[src/hdl/pbrle_pkg.sv]
// package: types, constants and helpers of the packbits encoder
`default_nettype none

package pbrle_pkg;

	localparam int BYTE_W     = 8;
	localparam int LANES      = 8;
	localparam int OUT_W      = LANES * BYTE_W;
	localparam int CNT_W      = $clog2(LANES + 1);
	localparam int LANE_AW    = $clog2(LANES);
	localparam int MAX_PACKET = 128;
	localparam int LIT_AW     = $clog2(MAX_PACKET);
	localparam int LEN_W      = $clog2(MAX_PACKET + 1);
	localparam int RUN_BIAS   = 257;

	localparam logic [BYTE_W-1:0] EOD_BYTE = 8'h80;
	localparam logic [BYTE_W-1:0] PAD_BYTE = 8'h00;

	typedef logic [BYTE_W:0] wide_byte_t;

	typedef enum logic [2:0] {
		ST_IDLE,
		ST_RUN_HDR,
		ST_RUN_VAL,
		ST_LIT_HDR,
		ST_LIT_DATA,
		ST_EOD,
		ST_PAD
	} pbrle_state_t;

	// packet sections still owed for the current item, in emission order
	typedef struct packed {
		logic run_a;
		logic lit;
		logic run_b;
		logic eod;
	} pbrle_pend_t;

	function automatic pbrle_state_t first_phase(input pbrle_pend_t p);
		pbrle_state_t s;
		priority if (p.run_a) s = ST_RUN_HDR;
		else if (p.lit)       s = ST_LIT_HDR;
		else if (p.run_b)     s = ST_RUN_HDR;
		else if (p.eod)       s = ST_EOD;
		else                  s = ST_IDLE;
		return s;
	endfunction

	// run header 257 - length, kept to one byte
	function automatic logic [BYTE_W-1:0] run_hdr(input logic [LEN_W-1:0] len);
		wide_byte_t t;
		t = wide_byte_t'(RUN_BIAS) - wide_byte_t'(len);
		return t[BYTE_W-1:0];
	endfunction

	// residue modulo 3 of a small sum
	function automatic logic [1:0] mod3_small(input logic [CNT_W:0] v);
		logic [CNT_W:0] r;
		r = v;
		for (int i = 0; i < 4; i++) begin
			if (r >= (CNT_W + 1)'(3)) begin
				r = r - (CNT_W + 1)'(3);
			end
		end
		return r[1:0];
	endfunction

endpackage

`default_nettype wire

[src/hdl/pbrle_if.sv]
// interfaces of the input byte channel and the packed result channel
`default_nettype none

interface pbrle_in_if;
	logic                          valid;
	logic                          ready;
	logic [pbrle_pkg::BYTE_W-1:0]  in_byte;
	logic                          last_byte;

	modport source (output valid, output in_byte, output last_byte, input ready);
	modport sink   (input valid, input in_byte, input last_byte, output ready);
endinterface

interface pbrle_out_if;
	logic                          valid;
	logic                          ready;
	logic [pbrle_pkg::OUT_W-1:0]   out_bytes;
	logic [pbrle_pkg::CNT_W-1:0]   byte_count;
	logic                          last_of_item;
	logic                          stream_end;

	modport source (output valid, output out_bytes, output byte_count,
		output last_of_item, output stream_end, input ready);
	modport sink   (input valid, input out_bytes, input byte_count,
		input last_of_item, input stream_end, output ready);
endinterface

`default_nettype wire

[src/hdl/pbrle_ram.sv]
// generic simple dual-port ram with registered read
`default_nettype none

module pbrle_ram #(
	parameter int WIDTH = 8,
	parameter int DEPTH = 128
) (
	input  wire logic                     clk,
	input  wire logic                     we,
	input  wire logic [$clog2(DEPTH)-1:0] waddr,
	input  wire logic [WIDTH-1:0]         wdata,
	input  wire logic [$clog2(DEPTH)-1:0] raddr,
	output      logic [WIDTH-1:0]         rdata
);

	logic [WIDTH-1:0] mem_q [DEPTH];

	always_ff @(posedge clk) begin
		if (we) begin
			mem_q[waddr] <= wdata;
		end
		rdata <= mem_q[raddr];
	end

endmodule

`default_nettype wire

[src/hdl/packbits_rle_encoder.sv]
// top level: packbits run-length encoder with byte-serial packet emitter
`default_nettype none

// channel   role     transfer moves
// in_ch     sink     one raw byte, last_byte flags the stream's final byte
// out_ch    source   up to eight encoded bytes, first byte in bits 7:0
//
// an item that is only buffered leaves the encoder idle, and the next may follow at once
// an item that emits bytes holds off the input until it is done: the emitter moves one byte per
//   cycle into the packing word while the output register can take it
// the emitter holds whenever the output register is full and not taken
// arst_n clears all control state; the literal ram needs no clearing pass

module packbits_rle_encoder (
	input  wire logic   clk,
	input  wire logic   arst_n,
	pbrle_in_if.sink    in_ch,
	pbrle_out_if.source out_ch
);

	// encoder state
	logic [pbrle_pkg::LEN_W-1:0]  lit_len_q, lit_len_n;
	logic [pbrle_pkg::BYTE_W-1:0] prev_q, prev_n;      // last byte of the literal
	logic                         run_act_q, run_act_n;
	logic [pbrle_pkg::BYTE_W-1:0] run_v_q, run_v_n;
	logic [pbrle_pkg::LEN_W-1:0]  run_len_q, run_len_n;
	logic [1:0]                   mod3_q, mod3_inc;

	// sequencer
	pbrle_pkg::pbrle_state_t      state_q, state_d;
	pbrle_pkg::pbrle_pend_t       pend_q, pend_d, acc_pend;
	logic [pbrle_pkg::LIT_AW-1:0] idx_q, idx_d;

	// packets owed for the current item
	logic [pbrle_pkg::BYTE_W-1:0] run_hdr_q, run_val_q, acc_hdr, acc_val;
	logic [pbrle_pkg::LIT_AW-1:0] lit_hdr_q, acc_lit_hdr;

	// packing word and output register
	logic [pbrle_pkg::OUT_W-1:0]   bld_q, bld_n;
	logic [pbrle_pkg::LANE_AW-1:0] bld_cnt_q;
	logic                          bld_end_q;
	logic [pbrle_pkg::OUT_W-1:0]   out_word_q;
	logic [pbrle_pkg::CNT_W-1:0]   out_cnt_q;
	logic                          out_valid_q, out_last_q, out_end_q;

	logic                         accept, buf_we, taken;
	logic                         out_free, go, fin, push, is_end;
	logic [pbrle_pkg::BYTE_W-1:0] emit_byte, rd_data;

	assign in_ch.ready = (state_q == pbrle_pkg::ST_IDLE);
	assign accept      = in_ch.valid & in_ch.ready;
	assign out_free    = !out_valid_q || out_ch.ready;

	assign out_ch.valid        = out_valid_q;
	assign out_ch.out_bytes    = out_word_q;
	assign out_ch.byte_count   = out_cnt_q;
	assign out_ch.last_of_item = out_last_q;
	assign out_ch.stream_end   = out_end_q;

	// literal bytes; the read address runs one step ahead so that rd_data
	// always holds the entry at idx_q
	pbrle_ram #(
		.WIDTH(pbrle_pkg::BYTE_W),
		.DEPTH(pbrle_pkg::MAX_PACKET)
	) u_lit_ram (
		.clk  (clk),
		.we   (accept && buf_we),
		.waddr(lit_len_q[pbrle_pkg::LIT_AW-1:0]),
		.wdata(in_ch.in_byte),
		.raddr(idx_d),
		.rdata(rd_data)
	);

	// scan decision for an incoming byte: which packets close, what opens
	always_comb begin
		acc_pend    = '0;
		acc_hdr     = run_hdr_q;
		acc_val     = run_val_q;
		acc_lit_hdr = lit_hdr_q;
		buf_we      = 1'b0;
		taken       = 1'b0;
		lit_len_n   = lit_len_q;
		prev_n      = prev_q;
		run_act_n   = run_act_q;
		run_v_n     = run_v_q;
		run_len_n   = run_len_q;

		if (run_act_q) begin
			if (in_ch.in_byte == run_v_q) begin
				// run grows, closes when it reaches the packet limit
				taken     = 1'b1;
				run_len_n = run_len_q + pbrle_pkg::LEN_W'(1);
				if (run_len_n == pbrle_pkg::LEN_W'(pbrle_pkg::MAX_PACKET)) begin
					acc_pend.run_a = 1'b1;
					acc_hdr        = pbrle_pkg::run_hdr(run_len_n);
					acc_val        = run_v_q;
					run_act_n      = 1'b0;
					run_len_n      = '0;
				end
			end else begin
				// different byte ends the run, byte then starts a fresh scan
				acc_pend.run_a = 1'b1;
				acc_hdr        = pbrle_pkg::run_hdr(run_len_q);
				acc_val        = run_v_q;
				run_act_n      = 1'b0;
				run_len_n      = '0;
			end
		end

		if (!taken) begin
			if (lit_len_q != '0 && prev_q == in_ch.in_byte) begin
				// pair found: literal without the pair goes out, run opens
				if (lit_len_q > pbrle_pkg::LEN_W'(1)) begin
					acc_pend.lit = 1'b1;
					acc_lit_hdr  = pbrle_pkg::LIT_AW'(lit_len_q - pbrle_pkg::LEN_W'(2));
				end
				lit_len_n = '0;
				run_act_n = 1'b1;
				run_v_n   = in_ch.in_byte;
				run_len_n = pbrle_pkg::LEN_W'(2);
				if (run_len_n == pbrle_pkg::LEN_W'(pbrle_pkg::MAX_PACKET)) begin
					acc_pend.run_b = 1'b1;
					acc_hdr        = pbrle_pkg::run_hdr(run_len_n);
					acc_val        = in_ch.in_byte;
					run_act_n      = 1'b0;
					run_len_n      = '0;
				end
			end else begin
				buf_we    = 1'b1;
				prev_n    = in_ch.in_byte;
				lit_len_n = lit_len_q + pbrle_pkg::LEN_W'(1);
				if (lit_len_n == pbrle_pkg::LEN_W'(pbrle_pkg::MAX_PACKET)) begin
					acc_pend.lit = 1'b1;
					acc_lit_hdr  = pbrle_pkg::LIT_AW'(lit_len_q);
					lit_len_n    = '0;
				end
			end
		end

		if (in_ch.last_byte) begin
			// flush open packets, then end of data and padding
			if (run_act_n) begin
				acc_pend.run_b = 1'b1;
				acc_hdr        = pbrle_pkg::run_hdr(run_len_n);
				acc_val        = run_v_n;
			end
			if (lit_len_n != '0) begin
				acc_pend.lit = 1'b1;
				acc_lit_hdr  = pbrle_pkg::LIT_AW'(lit_len_n - pbrle_pkg::LEN_W'(1));
			end
			acc_pend.eod = 1'b1;
			lit_len_n    = '0;
			run_act_n    = 1'b0;
			run_v_n      = '0;
			run_len_n    = '0;
		end
	end

	assign mod3_inc = (mod3_q == 2'd2) ? 2'd0 : mod3_q + 2'd1;

	// emitter sequencer: one byte per cycle while the output side can take it
	always_comb begin
		pbrle_pkg::pbrle_pend_t pend_n;
		pend_n    = pend_q;
		state_d   = state_q;
		pend_d    = pend_q;
		idx_d     = idx_q;
		emit_byte = '0;
		is_end    = 1'b0;
		go        = (state_q != pbrle_pkg::ST_IDLE) && out_free;

		unique case (state_q)
			pbrle_pkg::ST_IDLE: begin
				idx_d = '0;
				if (accept) begin
					pend_d  = acc_pend;
					state_d = pbrle_pkg::first_phase(acc_pend);
				end
			end
			pbrle_pkg::ST_RUN_HDR: begin
				emit_byte = run_hdr_q;
				if (go) begin
					state_d = pbrle_pkg::ST_RUN_VAL;
				end
			end
			pbrle_pkg::ST_RUN_VAL: begin
				emit_byte = run_val_q;
				if (go) begin
					if (pend_q.run_a) begin
						pend_n.run_a = 1'b0;
					end else begin
						pend_n.run_b = 1'b0;
					end
					pend_d  = pend_n;
					state_d = pbrle_pkg::first_phase(pend_n);
				end
			end
			pbrle_pkg::ST_LIT_HDR: begin
				emit_byte = pbrle_pkg::BYTE_W'(lit_hdr_q);
				if (go) begin
					state_d = pbrle_pkg::ST_LIT_DATA;
				end
			end
			pbrle_pkg::ST_LIT_DATA: begin
				emit_byte = rd_data;
				if (go) begin
					if (idx_q == lit_hdr_q) begin
						pend_n.lit = 1'b0;
						pend_d     = pend_n;
						state_d    = pbrle_pkg::first_phase(pend_n);
						idx_d      = '0;
					end else begin
						idx_d = idx_q + pbrle_pkg::LIT_AW'(1);
					end
				end
			end
			pbrle_pkg::ST_EOD: begin
				emit_byte = pbrle_pkg::EOD_BYTE;
				is_end    = 1'b1;
				if (go) begin
					pend_n.eod = 1'b0;
					pend_d     = pend_n;
					state_d    = (mod3_inc == 2'd0) ? pbrle_pkg::ST_IDLE : pbrle_pkg::ST_PAD;
				end
			end
			pbrle_pkg::ST_PAD: begin
				emit_byte = pbrle_pkg::PAD_BYTE;
				is_end    = 1'b1;
				if (go && mod3_inc == 2'd0) begin
					state_d = pbrle_pkg::ST_IDLE;
				end
			end
			default: begin
				state_d = pbrle_pkg::ST_IDLE;
			end
		endcase
	end

	// final byte of the item, or a full word, hands the packing word over
	assign fin  = go && (state_d == pbrle_pkg::ST_IDLE);
	assign push = go && (fin || bld_cnt_q == pbrle_pkg::LANE_AW'(pbrle_pkg::LANES - 1));

	always_comb begin
		bld_n = (bld_cnt_q == '0) ? '0 : bld_q;
		bld_n[bld_cnt_q * pbrle_pkg::BYTE_W +: pbrle_pkg::BYTE_W] = emit_byte;
	end

	always_ff @(posedge clk or negedge arst_n) begin
		if (!arst_n) begin
			state_q     <= pbrle_pkg::ST_IDLE;
			pend_q      <= '0;
			idx_q       <= '0;
			lit_len_q   <= '0;
			prev_q      <= '0;
			run_act_q   <= 1'b0;
			run_v_q     <= '0;
			run_len_q   <= '0;
			mod3_q      <= '0;
			bld_cnt_q   <= '0;
			bld_end_q   <= 1'b0;
			out_valid_q <= 1'b0;
		end else begin
			state_q <= state_d;
			pend_q  <= pend_d;
			idx_q   <= idx_d;
			if (accept) begin
				lit_len_q <= lit_len_n;
				prev_q    <= prev_n;
				run_act_q <= run_act_n;
				run_v_q   <= run_v_n;
				run_len_q <= run_len_n;
			end
			if (go) begin
				mod3_q <= mod3_inc;
				if (push) begin
					bld_cnt_q <= '0;
					bld_end_q <= 1'b0;
				end else begin
					bld_cnt_q <= bld_cnt_q + pbrle_pkg::LANE_AW'(1);
					bld_end_q <= bld_end_q | is_end;
				end
			end
			if (push) begin
				out_valid_q <= 1'b1;
			end else if (out_ch.ready) begin
				out_valid_q <= 1'b0;
			end
		end
	end

	// payload registers
	always_ff @(posedge clk) begin
		if (accept) begin
			run_hdr_q <= acc_hdr;
			run_val_q <= acc_val;
			lit_hdr_q <= acc_lit_hdr;
		end
		if (go) begin
			bld_q <= bld_n;
		end
		if (push) begin
			out_word_q <= bld_n;
			out_cnt_q  <= pbrle_pkg::CNT_W'(bld_cnt_q) + pbrle_pkg::CNT_W'(1);
			out_last_q <= fin;
			out_end_q  <= bld_end_q | is_end;
		end
	end

endmodule

`default_nettype wire

[src/flat_wrapper.sv]
// flat-port wrapper written by rule: the top's interface ports become plain ports
module packbits_rle_encoder_flat 
  (clk, arst_n, in_ch_valid, in_ch_in_byte, in_ch_last_byte, in_ch_ready, out_ch_valid, out_ch_out_bytes, out_ch_byte_count, out_ch_last_of_item, out_ch_stream_end, out_ch_ready);
  pbrle_in_if in_ch_i ();
  pbrle_out_if out_ch_i ();
  input  wire logic clk;
  input  wire logic arst_n;
  input wire logic [$bits(in_ch_i.valid)-1:0] in_ch_valid;
  input wire logic [$bits(in_ch_i.in_byte)-1:0] in_ch_in_byte;
  input wire logic [$bits(in_ch_i.last_byte)-1:0] in_ch_last_byte;
  output wire logic [$bits(in_ch_i.ready)-1:0] in_ch_ready;
  output wire logic [$bits(out_ch_i.valid)-1:0] out_ch_valid;
  output wire logic [$bits(out_ch_i.out_bytes)-1:0] out_ch_out_bytes;
  output wire logic [$bits(out_ch_i.byte_count)-1:0] out_ch_byte_count;
  output wire logic [$bits(out_ch_i.last_of_item)-1:0] out_ch_last_of_item;
  output wire logic [$bits(out_ch_i.stream_end)-1:0] out_ch_stream_end;
  input wire logic [$bits(out_ch_i.ready)-1:0] out_ch_ready;
  assign in_ch_i.valid = in_ch_valid;
  assign in_ch_i.in_byte = in_ch_in_byte;
  assign in_ch_i.last_byte = in_ch_last_byte;
  assign in_ch_ready = in_ch_i.ready;
  assign out_ch_valid = out_ch_i.valid;
  assign out_ch_out_bytes = out_ch_i.out_bytes;
  assign out_ch_byte_count = out_ch_i.byte_count;
  assign out_ch_last_of_item = out_ch_i.last_of_item;
  assign out_ch_stream_end = out_ch_i.stream_end;
  assign out_ch_i.ready = out_ch_ready;
  packbits_rle_encoder u_core (.clk(clk), .arst_n(arst_n), .in_ch(in_ch_i), .out_ch(out_ch_i));
endmodule
[config.mk]
export PLATFORM = sky130hd
export DESIGN_NAME = packbits_rle_encoder_flat
export DESIGN_NICKNAME = d
export VERILOG_FILES = /design/src/hdl/pbrle_pkg.sv /design/src/hdl/pbrle_if.sv /design/src/hdl/pbrle_ram.sv /design/src/hdl/packbits_rle_encoder.sv /design/src/flat_wrapper.sv
export SDC_FILE = /design/constraint.sdc
export NUM_CORES = 2
export LEC_CHECK = 0
export ABC_AREA = 1
export BUFFER_PORTS_ARGS = -buffer_cell sky130_fd_sc_hd__buf_2
export CAP_MARGIN = 20
export CORE_ASPECT_RATIO = 0.8
export CORE_MARGIN = 3
export CORE_UTILIZATION = 45
export DETAILED_ROUTE_END_ITERATION = 8
export PLACE_DENSITY = 0.66
export SETUP_SLACK_MARGIN = 0.1
export SKIP_CTS_REPAIR_TIMING = 1
export SLEW_MARGIN = 15
export SYNTH_ARGS = -nofsm -noshare
export SYNTH_HDL_FRONTEND = slang
export SYNTH_SLANG_ARGS = --single-unit
[constraint.sdc]
create_clock -name clk -period 5.6 [get_ports clk]
set_clock_uncertainty 0.1 [all_clocks]
set_input_delay 1.12 -clock clk [delete_from_list [all_inputs] [get_ports clk]]
set_output_delay 1.12 -clock clk [all_outputs]
set_load 0.05 [all_outputs]
# Word-level counts from Yosys, hierarchy flattened
# Memory sizes are Yosys's and may differ from the RTL's. A register that Yosys moved wholly into a read port is not among the register bits.
# Index checks and enable logic that the tools add are counted.
[totals] reg_bits=211 ramBits=1024 in_bits=13 elab_cells=183 n_memories=1
[mem_list] memory="u_core.u_lit_ram.mem_q" depth=128 word_bits=8 read_ports=1 rd_clocked_by_memory_dff=1 wr=1 line="pbrle_ram.sv:16" text="logic [WIDTH-1:0] mem_q [DEPTH];"
[classes] addsub=12 order_cmp=1 eq_ne=18 n_shift=2 mux=94 n_bitwise=7 n_reduce_logical=25
[ops] op="2-to-1 mux 8 bit" n=23
[ops] op="2-to-1 mux 3 bit" n=22
[ops] op="bitwise mux 64 bit" n=1
[ops] op="2-to-1 mux 64 bit" n=1
[ops] op="variable shift 8 x 34 -> 64 bit, first input constant" n=1
[ops] op="indexed part select 8 x 34 -> 64 bit" n=1
[ops] op="2-to-1 mux 7 bit" n=8
[ops] op="one-hot mux 8 bit (5 select lines)" n=1
[ops] op="negator 6 -> 34 bit" n=1
[ops] op="2-to-1 mux 1 bit" n=31
[ops] op="subtractor 1 x 8 -> 8 bit, first input constant" n=3
[ops] op="one-hot mux 3 bit (7 select lines)" n=1
[ops] op="adder 8 x 1 -> 8 bit, second input constant" n=2
[ops] op="== test 8 bit" n=2
[ops] op="== test 8 bit, second input constant" n=2
[ops] op="one-hot mux 4 bit (4 select lines)" n=1
[ops] op="nonzero test 8 bit" n=2
[ops] op="one-hot mux 7 bit (2 select lines)" n=1
[ops] op="== test 3 bit, second input constant" n=4
[ops] op="2-to-1 mux 4 bit" n=3
[ops] op="AND reduction 5 bit" n=2
[ops] op="zero test 3 bit" n=3
[ops] op="greater-than comparator 8 x 1 -> 1 bit, second input constant" n=1
[ops] op="!= test 2 x 1 -> 1 bit, second input constant" n=4
[ops] op="other kinds (24)" n=38

# Depth between registers and ports, before layout
[logic_depth] depth_word=20 ltp_mapped=22 ltp_nobuf=22

# Hierarchy
# From an unflattened synthesis, not the netlist that was laid out.
[unflattened] cells_unflattened=4654 area_unflattened_um2=52614.2
[modules_own_cells] mod="pbrle_ram" n_inst=1 cells_each=3575 area_each_um2=42104.1 seq_area_each_um2=30909.6
[modules_own_cells] mod="packbits_rle_encoder" n_inst=1 cells_each=1079 area_each_um2=10510.1 seq_area_each_um2=6065.8

# Worst setup path before layout
# OpenSTA, ideal clock, no wires.
[synth_timing] path_type="input to register" startpoint="in out_ch_ready" endpoint="reg u_core.out_cnt_q, in the netlist u_core.out_ch.byte_count[0], enable pin" t_arrival_ps=5103 setup_slack_ps=-27 cell_stages=7 cell_sequence="nor2_1 inv_2 nand2_4 inv_2 clkbuf_1 nand2_1 inv_1"
[synth_via] elab_chain_cells=9
[synth_lines] item="start: declaration" line="flat_wrapper.sv:17" text="input wire logic [$bits(out_ch_i.ready)-1:0] out_ch_ready;"
[synth_lines] item="logical OR 1 bit (*)" line="packbits_rle_encoder.sv:52" text="assign out_free = !out_valid_q || out_ch.ready;"
[synth_lines] item="logical AND 1 bit (*)" line="packbits_rle_encoder.sv:170" text="go = (state_q != pbrle_pkg::ST_IDLE) && out_free;"
[synth_lines] item="via u_core.go" line="packbits_rle_encoder.sv:47" text="logic out_free, go, fin, push, is_end;"
[synth_lines] item="logical AND 1 bit" line="packbits_rle_encoder.sv:229" text="if (go && mod3_inc == 2'd0) begin"
[synth_lines] item="2-to-1 mux 3 bit" line="packbits_rle_encoder.sv:229"
[synth_lines] item="one-hot mux 3 bit (7 select lines)" line="packbits_rle_encoder.sv:172" text="unique case (state_q)"
[synth_lines] item="zero test 3 bit" line="packbits_rle_encoder.sv:240" text="assign fin = go && (state_d == pbrle_pkg::ST_IDLE);"
[synth_lines] item="logical AND 1 bit" line="packbits_rle_encoder.sv:240"
[synth_lines] item="logical OR 1 bit" line="packbits_rle_encoder.sv:241" text="assign push = go && (fin || bld_cnt_q == pbrle_pkg::LANE_AW'(pbrle_pkg::LANES - 1));"
[synth_lines] item="logical AND 1 bit (*)" line="packbits_rle_encoder.sv:241"
[synth_lines] item="via u_core.push" line="packbits_rle_encoder.sv:47"
[synth_lines] item="end signal: assignment" line="packbits_rle_encoder.sv:303" text="out_cnt_q <= pbrle_pkg::CNT_W'(bld_cnt_q) + pbrle_pkg::CNT_W'(1);"
[synth_lines] item="end: declaration" line="packbits_rle_encoder.sv:43" text="logic [pbrle_pkg::CNT_W-1:0] out_cnt_q;"
# The timed path passes the listed nets; every way through them passes the cells marked *.
# A chain may end at the register's enable or synchronous reset.

# Worst setup path after layout
[layout_timing] startpoint="reg u_core.lit_len_q[2] in the netlist's numbering" endpoint="reg u_core.out_word_q, in the netlist u_core.out_ch.out_bytes[23], enable pin"
[layout_via] elab_chain_cells=16
[layout_lines] item="start: declaration" line="packbits_rle_encoder.sv:22" text="logic [pbrle_pkg::LEN_W-1:0] lit_len_q, lit_len_n;"
[layout_lines] item="start signal: assignment" line="packbits_rle_encoder.sv:267" text="lit_len_q <= lit_len_n;"
[layout_lines] item="adder 8 x 1 -> 8 bit" line="packbits_rle_encoder.sv:131" text="lit_len_n = lit_len_q + pbrle_pkg::LEN_W'(1);"
[layout_lines] item="== test 8 bit" line="packbits_rle_encoder.sv:132" text="if (lit_len_n == pbrle_pkg::LEN_W'(pbrle_pkg::MAX_PACKET)) begin"
[layout_lines] item="2-to-1 mux 8 bit" line="packbits_rle_encoder.sv:132"
[layout_lines] item="2-to-1 mux 8 bit" line="packbits_rle_encoder.sv:111" text="if (lit_len_q != '0 && prev_q == in_ch.in_byte) begin"
[layout_lines] item="2-to-1 mux 8 bit" line="packbits_rle_encoder.sv:110" text="if (!taken) begin"
[layout_lines] item="nonzero test 8 bit" line="packbits_rle_encoder.sv:147" text="if (lit_len_n != '0) begin"
[layout_lines] item="2-to-1 mux 1 bit" line="packbits_rle_encoder.sv:147"
[layout_lines] item="2-to-1 mux 3 bit (*)" line="packbits_rle_encoder.sv:140" text="if (in_ch.last_byte) begin"
[layout_lines] item="2-to-1 mux 3 bit (*)" line="pbrle_pkg.sv:42" text="else if (p.lit) s = ST_LIT_HDR;"
[layout_lines] item="2-to-1 mux 3 bit (*)" line="pbrle_pkg.sv:41" text="priority if (p.run_a) s = ST_RUN_HDR;"
[layout_lines] item="2-to-1 mux 3 bit (*)" line="packbits_rle_encoder.sv:175" text="if (accept) begin"
[layout_lines] item="one-hot mux 3 bit (7 select lines) (*)" line="packbits_rle_encoder.sv:172"
[layout_lines] item="zero test 3 bit (*)" line="packbits_rle_encoder.sv:240"
[layout_lines] item="logical AND 1 bit (*)" line="packbits_rle_encoder.sv:240"
[layout_lines] item="logical OR 1 bit (*)" line="packbits_rle_encoder.sv:241"
[layout_lines] item="logical AND 1 bit (*)" line="packbits_rle_encoder.sv:241"
[layout_lines] item="via u_core.push" line="packbits_rle_encoder.sv:47"
[layout_lines] item="end signal: assignment" line="packbits_rle_encoder.sv:302" text="out_word_q <= bld_n;"
[layout_lines] item="end: declaration" line="packbits_rle_encoder.sv:42" text="logic [pbrle_pkg::OUT_W-1:0] out_word_q;"
# Marked as above.

==> flow_summary.yaml <==
setup_path:
  cp-end-kind: "flip-flop"
  critPathLaunchType: "flip-flop"
  cp_cell_sequence: "ha_1, nand2_1, buf_4, inv_1, nand2_1, nand2_1, nand2_1, nand2_1, nor2_1, nand2_1, nand2_1, nand2_1, nand2_1, ha_1, nand3_1, nor2_1, nand3_1, nand3b_1, nand3_2, nand2_1, nand2_1, inv_2, buf_4"
  cp.required_ps: 5910
  arrival_ps: 4830
  crit_type: "reg2reg"
  max_stage_delay_ps: 490
  critPathTopFamily: "simple AND/OR/NAND/NOR gates"
  cp_slowest_cell: "dfrtp_1"
  cpMostUsedCell: "nand2_1"
  critPathBufInv: 4
  critPathMaxFanout: 20
yosys:
  synth-seq-cells: 1243
  ys_types: 45
  syn_nets: 5283
  synth_seq_area_share_pct: 67.5
  yosys_warnings: 0
  postSynthAreaPerCell_um2: 10.4
  synthCells: 5249
  synth_area_um2: 54800
global_route:
  grt_pass1_vias: 35700
  overflow: 0
  grt_usage_pct: 22.9
  grt_pass1_wl_mm: 223
  antenna_found_initial: 2
  grt_max_degree: 163
drt:
  routed-via-count: 38500
  drt-total-wl_mm: 147
  first_pass_iters: 6
  wl_per_cell_um: 21.1
  drc: 0
  ant_nets: 0
  avgViaCountPerCell: 5.53
  drtIter0Drc: 5415
finish:
  layout-drive-gt1-share_pct: 7.32
  utilization_pct: 50.6
  mostFrequentLayoutCell: "nand2_1"
  final_nets: 5302
  syn_to_final_growth_pct: 10.6
  final.fill_count: 10500
  final_cell_mix: "nand2_1 (1607), edfxtp_1 (1181), nand3_1 (920)"
clock_tree:
  clk_pin_slew_ps: 60
  clockBufferDepth: 3
  cts_buffers: 117
  clock-sinks: 1243
  cts_tree: "done"
  clock_latency_ps: 720
  htreeDepth: 3
  clk_root_buffer_cell: "clkbuf_16"
place:
  place_congestion: 0.895
  dp_hpwl_mm: 86.7
  portBuffers: 84
  dpl_worst_slack_ps: 674
pwr:
  p_leak_nw: 23.7
  cellPowerDensity_nw_per_um2: 481
  p_comb_share_pct: 34.0
  p_clk_share_pct: 25.9
  power_frac_seq_pct: 40.0
  p_int_w: 0.0179
  swShare_pct: 38.7
  ir_worst_vdd_mv: 0.313
  p_switching_w: 0.0113
timing:
  fin_setup_tns_ps: 0
  fin_crit_sh_pct: 80.9
  period_minus_slack_ps: 4530
  worst_slack_ps: 1070
  fmax_ghz: 0.221
  worst_pin_slew_ps: 1080
  setup_viol: 0
  slew_headroom_pct: 28.0
  hold_viol: 0
  slew_violations: 0
  rsz0062_at_grt: "no"
job:
  cap_violations: 0
hold_path:
  worstHoldPathType: "reg2reg"
outcome:
  status: "finished clean"
die:
  pin_count: 85
  initial_core_util_pct: 45.8
  fp.dieW_um: 396
  die_area_um2: 126000
  dieHeight_um: 318
  core_um2: 120000
  rows: 113
[sequential cells by signal, indices dropped and copies added (netlist names), 2 cells and up]
signal                    cells
u_core.bld_q                 64
u_core.bld_cnt_q              3
u_core.out_ch.out_bytes      64
u_core.mod3_q                 2
u_core.out_ch.byte_count      4
u_core.lit_len_q              8
u_core.u_lit_ram.mem_q     1024
u_core.idx_q                  7
u_core.pend_q                 4
u_core.run_val_q              8
u_core.lit_hdr_q              7
u_core.u_lit_ram.rdata        8
u_core.state_q                3
u_core.run_len_q              8
u_core.run_v_q                8
u_core.run_hdr_q              8
u_core.prev_q                 8
[final cells by class]
cell class / count / area [um2] / share of cell area, %
Sequential cell: 1243 / 37000 / 61.0
Multi-Input combinational cell: 3250 / 14800 / 24.5
Clock buffer: 150 / 3130 / 5.17
Tap cell: 1610 / 2010 / 3.32
Inverter: 464 / 1750 / 2.89
Timing Repair Buffer: 192 / 1450 / 2.39
Clock inverter: 55 / 428 / 0.706
Antenna cell: 1 / 2.50 / 0.00413
[Yosys cell counts, drive strengths merged]
master / n / area (um2)
o21bai: 1 / 7.51
o221ai: 4 / 35.0
nand2: 1616 / 6090
o31ai: 1 / 7.51
a221oi: 2 / 17.5
nor3: 19 / 95.1
dfrtp: 54 / 1350
xnor2: 10 / 87.6
edfxtp: 1181 / 35500
o22ai: 27 / 169
ha: 21 / 263
clkinv: 4 / 15.0
a31oi: 2 / 12.5
or2: 2 / 12.5
nand3b: 146 / 1100
o211ai: 13 / 97.6
buf: 180 / 870
a22oi: 4 / 30.0
xor2: 15 / 131
a21boi: 2 / 18.8
a221o: 1 / 10.0
a211oi: 1 / 7.51
clkbuf: 112 / 422
o21ai: 135 / 676
nand4: 6 / 37.5
inv: 460 / 1730
a21oi: 35 / 175
nor4: 10 / 68.8
dfxtp: 8 / 160
o311ai: 1 / 8.76
nand3: 923 / 4640
nor2: 253 / 987
[cell families after synthesis]
kind of cell,share of synthesized area (%)
fa+ha+maj,0.480
simple gates,23.8
flops,67.5
compound gates,2.32
xor+xnor,0.400
buf+inv,5.54
[per-layer routing]
layer,up-vias,global-route usage (%),part of all wire [%]
met5,-,0,0
met4,0,5.74,2.4
met3,235,5.32,11
met2,1864,33.2,43
met1,18600,34.9,43
li1,17800,-,-
[power groups by stage]
stage | combinational, W | clock (W) | sequential [W]
6_report | 0.00992 | 0.00755 | 0.0117
5_1_grt | 0.0109 | 0.00803 | 0.0117
4_1_cts | 0.00979 | 0.00763 | 0.0117
3_5_place_dp | 0.00975 | 0 | 0.0119
3_3_place_gp | 0.00967 | 0 | 0.0118
2_1_floorplan | 0.00581 | 0 | 0.0125
[worst paths after layout]
check,startpoint,endpoint,slack [ps],cells past startpoint
min reg2reg,u_core.mod3_q[0],u_core.mod3_q[0],360,1
min,u_core.mod3_q[0],u_core.mod3_q[0],360,1
min in group asynchronous,arst_n,u_core.out_ch.valid,470,2
max reg2reg,u_core.lit_len_q[2],u_core.out_ch.out_bytes[23],1070,23
max,u_core.lit_len_q[2],u_core.out_ch.out_bytes[23],1070,23
max in group asynchronous,arst_n,u_core.prev_q[6],4370,2
[through the flow]
| stage | power (W) | hold slack [ps] | area (um2) | std cells |
|---|---|---|---|---|
| finish | 0.0291 | 363 | 60600 | 6965 |
| global route | 0.0306 | 390 | 60600 | 6964 |
| CTS | 0.0291 | 365 | 60600 | 6964 |
| detailed placement | 0.0216 | 354 | 57000 | 6759 |
| global placement | 0.0215 | 346 | 57000 | 6759 |
| floorplan | 0.0183 | 333 | 54800 | 5249 |
Note: power is estimated with default switching activity, not from simulation.
